File: src/hw/rtl/ecal_pkg.sv
// ----------------------------------------------------------------------------
// ecal_pkg
// Shared constants, types and tables for the seconds-to-calendar converter.
// ----------------------------------------------------------------------------
package ecal_pkg;

    // Register stages from input to output register.
    localparam int NUM_STAGES = 8;

    // Reciprocals for exact division by constants.
    // The product is followed by a right shift of the given amount.
    localparam logic [25:0] DAY_RECIP   = 26'd50903317; // 1/675, input is seconds / 128
    localparam int          DAY_SHIFT   = 35;
    localparam logic [9:0]  DAY_DIV     = 10'd675;
    localparam logic [17:0] HOUR_RECIP  = 18'd149131;   // 1/3600
    localparam int          HOUR_SHIFT  = 29;
    localparam logic [11:0] SECS_HOUR   = 12'd3600;
    localparam logic [12:0] MIN_RECIP   = 13'd4370;     // 1/60
    localparam int          MIN_SHIFT   = 18;
    localparam logic [5:0]  SECS_MIN    = 6'd60;
    localparam logic [15:0] CYCLE_RECIP = 16'd45934;    // 1/1461
    localparam int          CYCLE_SHIFT = 26;
    localparam logic [10:0] CYCLE_DAYS  = 11'd1461;
    localparam logic [16:0] WEEK_RECIP  = 17'd74899;    // 1/7
    localparam int          WEEK_SHIFT  = 19;
    localparam logic [2:0]  WEEK_DAYS   = 3'd7;

    // Day counts are rebased to 1968-01-01, the start of a four-year cycle.
    localparam logic [15:0] BASE_OFFSET = 16'd731;
    // First day after February 28, 2100 in the rebased count.
    localparam logic [15:0] SKIP_2100   = 16'd48272;
    localparam logic [5:0]  CYCLE_2100  = 6'd33;
    localparam logic [7:0]  BASE_YEAR   = 8'd68;        // 1968 - 1900
    localparam logic [2:0]  WEEK_OFFSET = 3'd4;         // epoch day was a Thursday
    localparam logic [8:0]  LEAP_DAY    = 9'd59;

    typedef struct packed {
        logic [4:0] hour;
        logic [5:0] minute;
        logic [5:0] second;
    } tod_t;

    typedef struct packed {
        logic [2:0] weekday;
        logic [7:0] years_since_1900;
        logic [8:0] day_of_year;
        logic [3:0] month_index;
        logic [4:0] day_of_month;
    } date_t;

    // First day of year of each month in a common year.
    function automatic logic [8:0] month_start(input logic [3:0] m);
        logic [8:0] s;
        case (m)
            4'd0:    s = 9'd0;
            4'd1:    s = 9'd31;
            4'd2:    s = 9'd59;
            4'd3:    s = 9'd90;
            4'd4:    s = 9'd120;
            4'd5:    s = 9'd151;
            4'd6:    s = 9'd181;
            4'd7:    s = 9'd212;
            4'd8:    s = 9'd243;
            4'd9:    s = 9'd273;
            4'd10:   s = 9'd304;
            4'd11:   s = 9'd334;
            default: s = 9'd0;
        endcase
        return s;
    endfunction

endpackage

File: src/hw/rtl/ecal_day_split.sv
// ----------------------------------------------------------------------------
// ecal_day_split
// Splits the second count into whole days and seconds of the day.
// ----------------------------------------------------------------------------
module ecal_day_split (
    input  logic        aclk,
    input  logic [2:1]  stage_en,
    input  logic [31:0] epoch_seconds,
    output logic [16:0] day_secs,
    output logic [15:0] week_days,
    output logic [15:0] cycle_days
);
    import ecal_pkg::*;

    logic [50:0] day_prod;
    logic [15:0] days_next;
    logic [15:0] days_reg;
    logic [9:0]  xlo_reg;
    logic [6:0]  tlo_reg;
    logic [25:0] back_prod;
    logic [9:0]  rem_hi;
    logic [15:0] base_days;
    logic [16:0] rem_next;
    logic [15:0] wk_next;
    logic [15:0] dp_next;
    logic [16:0] rem_reg;
    logic [15:0] wk_reg;
    logic [15:0] dp_reg;

    // Divide by 86400 as a shift by 7 and an exact reciprocal of 675.
    assign day_prod  = 51'(epoch_seconds[31:7]) * 51'(DAY_RECIP);
    assign days_next = day_prod[DAY_SHIFT+15:DAY_SHIFT];

    always_ff @(posedge aclk) begin
        if (stage_en[1]) begin
            days_reg <= days_next;
            xlo_reg  <= epoch_seconds[16:7];
            tlo_reg  <= epoch_seconds[6:0];
        end
    end

    // The remainder of the division by 675 fits in ten bits.
    assign back_prod = 26'(days_reg) * 26'(DAY_DIV);
    assign rem_hi    = xlo_reg - back_prod[9:0];
    assign rem_next  = {rem_hi, tlo_reg};
    assign wk_next   = days_reg + 16'(WEEK_OFFSET);
    assign base_days = days_reg + BASE_OFFSET;

    // 2100 is not a leap year: skip its February 29 so that the four-year
    // cycle arithmetic stays uniform.
    assign dp_next = (base_days >= SKIP_2100) ? base_days + 16'd1 : base_days;

    always_ff @(posedge aclk) begin
        if (stage_en[2]) begin
            rem_reg <= rem_next;
            wk_reg  <= wk_next;
            dp_reg  <= dp_next;
        end
    end

    assign day_secs   = rem_reg;
    assign week_days  = wk_reg;
    assign cycle_days = dp_reg;

endmodule

File: src/hw/rtl/ecal_tod.sv
// ----------------------------------------------------------------------------
// ecal_tod
// Breaks the seconds of the day into hour, minute and second.
// ----------------------------------------------------------------------------
module ecal_tod (
    input  logic                  aclk,
    input  logic [8:3]            stage_en,
    input  logic [16:0]           day_secs,
    output ecal_pkg::tod_t        tod
);
    import ecal_pkg::*;

    logic [34:0] hr_prod;
    logic [4:0]  hr3_reg;
    logic [11:0] rem3_reg;
    logic [16:0] hr_back;
    logic [4:0]  hr4_reg;
    logic [11:0] rem4_reg;
    logic [24:0] min_prod;
    logic [4:0]  hr5_reg;
    logic [5:0]  min5_reg;
    logic [5:0]  rem5_reg;
    logic [11:0] min_back;
    tod_t        tod6_reg;
    tod_t        tod7_reg;
    tod_t        tod8_reg;

    assign hr_prod = 35'(day_secs) * 35'(HOUR_RECIP);

    always_ff @(posedge aclk) begin
        if (stage_en[3]) begin
            hr3_reg  <= hr_prod[HOUR_SHIFT+4:HOUR_SHIFT];
            rem3_reg <= day_secs[11:0];
        end
    end

    // The seconds within the hour stay below 3600, so twelve bits suffice.
    assign hr_back = 17'(hr3_reg) * 17'(SECS_HOUR);

    always_ff @(posedge aclk) begin
        if (stage_en[4]) begin
            hr4_reg  <= hr3_reg;
            rem4_reg <= rem3_reg - hr_back[11:0];
        end
    end

    assign min_prod = 25'(rem4_reg) * 25'(MIN_RECIP);

    always_ff @(posedge aclk) begin
        if (stage_en[5]) begin
            hr5_reg  <= hr4_reg;
            min5_reg <= min_prod[MIN_SHIFT+5:MIN_SHIFT];
            rem5_reg <= rem4_reg[5:0];
        end
    end

    assign min_back = 12'(min5_reg) * 12'(SECS_MIN);

    always_ff @(posedge aclk) begin
        if (stage_en[6]) begin
            tod6_reg.hour   <= hr5_reg;
            tod6_reg.minute <= min5_reg;
            tod6_reg.second <= rem5_reg - min_back[5:0];
        end
        if (stage_en[7]) begin
            tod7_reg <= tod6_reg;
        end
        if (stage_en[8]) begin
            tod8_reg <= tod7_reg;
        end
    end

    assign tod = tod8_reg;

endmodule

File: src/hw/rtl/ecal_date.sv
// ----------------------------------------------------------------------------
// ecal_date
// Turns the day count into weekday, year, day of year, month and day.
// ----------------------------------------------------------------------------
module ecal_date (
    input  logic                  aclk,
    input  logic [8:3]            stage_en,
    input  logic [15:0]           week_days,
    input  logic [15:0]           cycle_days,
    output ecal_pkg::date_t       date
);
    import ecal_pkg::*;

    logic [31:0] cyc_prod;
    logic [32:0] wk_prod;
    logic [5:0]  c3_reg;
    logic [10:0] dp3_reg;
    logic [2:0]  q7_reg;
    logic [2:0]  wk3_reg;
    logic [16:0] cyc_back;
    logic [5:0]  wk_back;
    logic [5:0]  c4_reg;
    logic [10:0] r4_reg;
    logic [2:0]  wday4_reg;
    logic [1:0]  y1_next;
    logic [10:0] doy_next;
    logic [5:0]  c5_reg;
    logic [1:0]  y1_reg;
    logic [8:0]  doy_reg;
    logic [2:0]  wday5_reg;
    logic        lp_cal;
    logic        is_2100;
    logic [2:0]  wday6_reg;
    logic [7:0]  ys6_reg;
    logic [8:0]  yday6_reg;
    logic [8:0]  d26_reg;
    logic        feb6_reg;
    logic [3:0]  mon_next;
    logic [2:0]  wday7_reg;
    logic [7:0]  ys7_reg;
    logic [8:0]  yday7_reg;
    logic [8:0]  d27_reg;
    logic        feb7_reg;
    logic [3:0]  mon7_reg;
    logic [8:0]  mday_full;
    date_t       date8_reg;

    // Four-year cycles since 1968 and the week count, both exact reciprocals.
    assign cyc_prod = 32'(cycle_days) * 32'(CYCLE_RECIP);
    assign wk_prod  = 33'(week_days) * 33'(WEEK_RECIP);

    always_ff @(posedge aclk) begin
        if (stage_en[3]) begin
            c3_reg  <= cyc_prod[CYCLE_SHIFT+5:CYCLE_SHIFT];
            dp3_reg <= cycle_days[10:0];
            q7_reg  <= wk_prod[WEEK_SHIFT+2:WEEK_SHIFT];
            wk3_reg <= week_days[2:0];
        end
    end

    // Both remainders are known to be small, so only the low bits are formed.
    assign cyc_back = 17'(c3_reg) * 17'(CYCLE_DAYS);
    assign wk_back  = 6'(q7_reg) * 6'(WEEK_DAYS);

    always_ff @(posedge aclk) begin
        if (stage_en[4]) begin
            c4_reg    <= c3_reg;
            r4_reg    <= dp3_reg - cyc_back[10:0];
            wday4_reg <= wk3_reg - wk_back[2:0];
        end
    end

    // The first year of each cycle is the leap year.
    always_comb begin
        if (r4_reg < 11'd366) begin
            y1_next  = 2'd0;
            doy_next = r4_reg;
        end else if (r4_reg < 11'd731) begin
            y1_next  = 2'd1;
            doy_next = r4_reg - 11'd366;
        end else if (r4_reg < 11'd1096) begin
            y1_next  = 2'd2;
            doy_next = r4_reg - 11'd731;
        end else begin
            y1_next  = 2'd3;
            doy_next = r4_reg - 11'd1096;
        end
    end

    always_ff @(posedge aclk) begin
        if (stage_en[5]) begin
            c5_reg    <= c4_reg;
            y1_reg    <= y1_next;
            doy_reg   <= doy_next[8:0];
            wday5_reg <= wday4_reg;
        end
    end

    // Year 2100 runs on the leap calendar with its February 29 skipped, so
    // its true day of year is one less from March on.
    assign lp_cal  = (y1_reg == 2'd0);
    assign is_2100 = lp_cal && (c5_reg == CYCLE_2100);

    always_ff @(posedge aclk) begin
        if (stage_en[6]) begin
            wday6_reg <= wday5_reg;
            ys6_reg   <= BASE_YEAR + {c5_reg, 2'b00} + 8'(y1_reg);
            yday6_reg <= (is_2100 && doy_reg > LEAP_DAY) ? doy_reg - 9'd1 : doy_reg;
            d26_reg   <= (lp_cal && doy_reg >= LEAP_DAY) ? doy_reg - 9'd1 : doy_reg;
            feb6_reg  <= lp_cal && (doy_reg == LEAP_DAY);
        end
    end

    always_comb begin
        mon_next = 4'd0;
        for (int i = 1; i < 12; i++) begin
            mon_next = mon_next + 4'(d26_reg >= month_start(4'(i)));
        end
    end

    always_ff @(posedge aclk) begin
        if (stage_en[7]) begin
            wday7_reg <= wday6_reg;
            ys7_reg   <= ys6_reg;
            yday7_reg <= yday6_reg;
            d27_reg   <= d26_reg;
            feb7_reg  <= feb6_reg;
            mon7_reg  <= mon_next;
        end
    end

    // February 29 shows up as February 28 plus one.
    assign mday_full = d27_reg - month_start(mon7_reg) + 9'd1 + 9'(feb7_reg);

    always_ff @(posedge aclk) begin
        if (stage_en[8]) begin
            date8_reg.weekday          <= wday7_reg;
            date8_reg.years_since_1900 <= ys7_reg;
            date8_reg.day_of_year      <= yday7_reg;
            date8_reg.month_index      <= mon7_reg;
            date8_reg.day_of_month     <= mday_full[4:0];
        end
    end

    assign date = date8_reg;

endmodule

File: src/hw/rtl/epoch_seconds_to_calendar_top.sv
// ----------------------------------------------------------------------------
// epoch_seconds_to_calendar_top
// Converts unsigned seconds since 1970-01-01 00:00 to a Gregorian date/time.
// ----------------------------------------------------------------------------
// Usage: each word on the s_ channel carries one 32-bit second count; each
// word on the m_ channel carries the broken-down date and time for it, in
// the same order, one result per input word.
// The datapath is an eight-stage pipeline; divisions by constants are
// exact reciprocal multiplies. A new word can enter every cycle, so
// throughput is one word per cycle while the receiver keeps up.
// Each stage holds its word while the next stage cannot load, and bubbles
// close up, so s_tready only drops once every stage holds a word and the receiver
// stalls. Nothing is lost or repeated across a stall.
// Reset (aresetn low at a clock edge) empties the pipeline; no other state
// is kept between words.
// ----------------------------------------------------------------------------
module epoch_seconds_to_calendar_top (
    input  logic        aclk,
    input  logic        aresetn,
    input  logic        s_tvalid,
    output logic        s_tready,
    input  logic [31:0] s_tdata,   // [31:0] epoch_seconds
    output logic        m_tvalid,
    input  logic        m_tready,
    // [5:0] second, [11:6] minute, [16:12] hour, [19:17] weekday,
    // [27:20] years_since_1900, [36:28] day_of_year, [40:37] month_index,
    // [45:41] day_of_month, [47:46] zero
    output logic [47:0] m_tdata
);
    import ecal_pkg::*;

    logic [NUM_STAGES:1] valid_reg;
    logic [NUM_STAGES:1] valid_next;
    logic [NUM_STAGES:1] stage_en;
    logic [16:0]         day_secs;
    logic [15:0]         week_days;
    logic [15:0]         cycle_days;
    tod_t                tod;
    date_t               date;

    // A stage loads when it is empty or its contents move on this cycle.
    always_comb begin
        stage_en[NUM_STAGES] = !valid_reg[NUM_STAGES] || m_tready;
        for (int k = NUM_STAGES - 1; k >= 1; k--) begin
            stage_en[k] = !valid_reg[k] || stage_en[k+1];
        end
    end

    always_comb begin
        valid_next[1] = stage_en[1] ? s_tvalid : valid_reg[1];
        for (int k = 2; k <= NUM_STAGES; k++) begin
            valid_next[k] = stage_en[k] ? valid_reg[k-1] : valid_reg[k];
        end
    end

    always_ff @(posedge aclk) begin
        if (!aresetn) begin
            valid_reg <= '0;
        end else begin
            valid_reg <= valid_next;
        end
    end

    ecal_day_split u_day_split (
        .aclk          (aclk),
        .stage_en      (stage_en[2:1]),
        .epoch_seconds (s_tdata),
        .day_secs      (day_secs),
        .week_days     (week_days),
        .cycle_days    (cycle_days)
    );

    ecal_tod u_tod (
        .aclk     (aclk),
        .stage_en (stage_en[8:3]),
        .day_secs (day_secs),
        .tod      (tod)
    );

    ecal_date u_date (
        .aclk       (aclk),
        .stage_en   (stage_en[8:3]),
        .week_days  (week_days),
        .cycle_days (cycle_days),
        .date       (date)
    );

    assign s_tready = stage_en[1];
    assign m_tvalid = valid_reg[NUM_STAGES];
    assign m_tdata  = {2'b00,
                       date.day_of_month,
                       date.month_index,
                       date.day_of_year,
                       date.years_since_1900,
                       date.weekday,
                       tod.hour,
                       tod.minute,
                       tod.second};

endmodule

File: config.mk
export PLATFORM = sky130hd
export DESIGN_NAME = epoch_seconds_to_calendar_top
export DESIGN_NICKNAME = d
export VERILOG_FILES = /design/src/hw/rtl/ecal_pkg.sv /design/src/hw/rtl/ecal_day_split.sv /design/src/hw/rtl/ecal_tod.sv /design/src/hw/rtl/ecal_date.sv /design/src/hw/rtl/epoch_seconds_to_calendar_top.sv
export SDC_FILE = /design/constraint.sdc
export NUM_CORES = 2
export LEC_CHECK = 0
export ABC_AREA = 1
export CORE_MARGIN = 2
export CORE_UTILIZATION = 50
export CTS_CLUSTER_DIAMETER = 50
export DETAILED_ROUTE_END_ITERATION = 8
export DONT_BUFFER_PORTS = 1
export GPL_ROUTABILITY_DRIVEN = 0
export HOLD_SLACK_MARGIN = 0.15
export SKIP_CTS_REPAIR_TIMING = 1
export SYNTH_ARGS = -nofsm -noshare
export SYNTH_HDL_FRONTEND = slang
export SYNTH_HIERARCHICAL = 1
export SYNTH_SLANG_ARGS = --single-unit
File: constraint.sdc
create_clock -name aclk -period 7.2 [get_ports aclk]
set_clock_uncertainty 0.05 [all_clocks]
set_input_delay 0.36 -clock aclk [delete_from_list [all_inputs] [get_ports aclk]]
set_output_delay 0.36 -clock aclk [all_outputs]
set_load 0.01 [all_outputs]
==> metrics.md <==
| Metric | Value |
|---|---|
| Starting density of the core | 50.3% |
| Aggregate routed wire length | 89.1 mm |
| Final Max Tran Viols | 0 |
| First-pass DRT Iterations | 7 |
| Root Driver | clkbuf_16 |
| Yosys top cell area share | 24.1% |
| Num rows | 106 |
| Clock sinks | 349 |
| Maximum clock insertion buffer count | 3 |
| Via density | 4.98 |
| Post-route minimum period | 5.59 ns |
| Antenna violations before repair | 0 |
| Relative slew slack | 27.8% |
| First-pass GRT wire length | 148 mm |
| MaxCap Viol Count | 0 |
| Place WS | 1.25 ns |
| Register bit total from synthesis | 349 |
| Synthesis-to-layout area growth | 6.76% |
| Residual DRC count | 0 |
| Period utilization | 77.6% |
| Congestion Overflow GR | 0 |
| Worst Setup Start Kind | flop |
| Synthesized area per cell | 9.38 um^2 |
| Nets | 5779 |
| Status | complete, no violations |
| GRT Total Usage | 21.4% |
| Register area share after synthesis | 24.7% |
| DIE HEIGHT | 293 um |
| Post-Syn Instances | 4464 |
| Worst path cell trace | inv_1, fa_1, inv_1, fa_1, inv_1, fa_1, inv_1, fa_1, fa_1, inv_1, fa_1, inv_1, ha_1, nand2_1, nand2_1, nand2_1, nand2_1, nand2_1, nand3_1, a21oi_1, nand2_1, nand2_1, nand2_1 |
| CP Capture Type | flop |
| DR iter-0 viols | 1259 |
| Netlist cell types | 59 |
| Commonest cells post-synth | inv_1, ha_1, nand2_1 |
| Post-synthesis async set-or-reset flop share | 0% |
| Crit path largest cell delay | 0.57 ns |
| Clk_lat worst skew | 0.57 ns |
| Post-synthesis cell area | 41900 um^2 |
| Final Hold Viols | 0 |
| Worst-Margin Slew | 1.08 ns |
| Die span in x | 293 um |
| Worst setup margin | 1.61 ns |
| RSZ-0062 raised after global routing | no |
| Synth Flop Type | edfxtp_1 |
| Slowest CP cell | fa_1 |
| Worst path buffer plus inverter count | 6 |
| CP required | 7.43 ns |
| Clock-pin slew on the worst setup and hold paths | 0.06 ns |
| WS Path Type | flop to flop |
| Largest register FFs | 29 |
| YS warnings | 6 |
| H-Tree Depth | 2 |
| FMAX | 179 MHz |
| Final core utilization | 53.7% |
| Delay-heaviest family, CP | adder cells |
| DIE AREA | 86100 um^2 |
| Cts bufs inserted | 41 |
| HP Class | primary input to flop |
| Core area | 83300 um^2 |
| # diodes | 0 |
| Cell taking the most area after synthesis | edfxtp_1 |
| Post-synth EDFFs | 336 |
| Worst path most repeated cell | nand2_1 |
| Post-route setup TNS | 0 ns |
| Final setup violation count | 0 |
| Avg WL per Cell | 15.8 um |
| Share of cells above drive strength 1 | 3.43% |
| I/O pins | 86 |
| CTS tree | done |
| Vias in the first global route | 29.2k |
| Antenna Nets Post-Route | 0 |
| Largest cells by area after synthesis | edfxtp_1, ha_1, fa_1, inv_1, nand2_1 |
| Port-buffer cells | 0 |
| Worst Path Arrival | 5.82 ns |
| Final HPWL DP | 75.2 mm |
| Via count | 28.0k |
| Most common cell in the netlist | inv_1 |
| CP max FO | 5 |
| Largest net degree at the start of global routing | 54 |
## through the flow
step,cell area (um^2),instances,hold WS [ns]
2_1_floorplan,41900,4465,0.350
3_3_place_gp,43100,5532,0.351
3_5_place_dp,43100,5532,0.355
4_1_cts,44500,5607,-0.199
5_1_grt,44700,5627,0.333
6_report,44700,5627,0.331
## cell type report
class                      instances  area [um^2]
clock inverter                    27          320
timing repair buffer              24          230
inverter                        1165         4380
fill                            7652        38600
sequential                       349        10300
clock buffer                      48         1050
tap                             1080         1350
multi-input combinational       2934        27000
## cell usage in the layout (no fill, tap or decap), drive strengths merged, types with 2 or more instances in the layout
cell and n:
buf 4, a31oi 8, a21oi 171, nand3 141, a211oi 2, ha 792
a21boi 4, o21ai 109, o311ai 2, o21bai 18, nor2 267, or2 12
a21o 18, inv 1176, xnor2 39, nor4 11, nand2 712, xor2 91
nor3 28, a41oi 2, o2111ai 2, dlygate4sd3 20, o211ai 5, dfxtp 13
bufinv 4, clkinv 11, o21a 4, edfxtp 336, fa 436, clkbuf 48
nor3b 2, nand3b 4, nand4 46, conb 2
## cells by family after synthesis
kind of cell	Yosys count	share of synthesized area, %
adder cells (fa/ha/maj)	1228	44.5
AND/OR/NAND/NOR	1224	12.5
buffers and inverters	1182	10.8
AO/OA/AOI/OAI	350	4.69
flip-flops	349	24.7
XOR/XNOR	130	2.75
other	1	0.00895
## per-layer routing
layer	wire, um	track usage, %	share of wire (%)
met3	2580	1.85	2.9
met5	0	0	0
met1	41600	28.6	47
met2	43000	37.7	48
met4	1960	5.24	2.2
## worst paths after layout
check                                        from                                end  slack (ns)  depth (start not counted)
max          u_day_split/cycle_days[13]$_DFFE_PP_         u_date/c3_reg[3]$_DFFE_PP_        1.61                         23
min reg2reg           u_date/ys7_reg[7]$_DFFE_PP_          u_date/date[25]$_DFFE_PP_        0.35                          0
min                                    s_tdata[7]  u_day_split/days_reg[2]$_DFFE_PP_        0.33                          5
max reg2reg  u_day_split/cycle_days[13]$_DFFE_PP_         u_date/c3_reg[3]$_DFFE_PP_        1.61                         23
## worst min-delay path, stage by stage
cell,delay (ns)
nand2_1,0.04
nor2_1,0.08
nand3_1,0.09
nand3_1,0.09
xor2_1,0.14
Power is not shown: default switching activity piles up to over one toggle a cycle in this logic, so the estimate is an artifact.
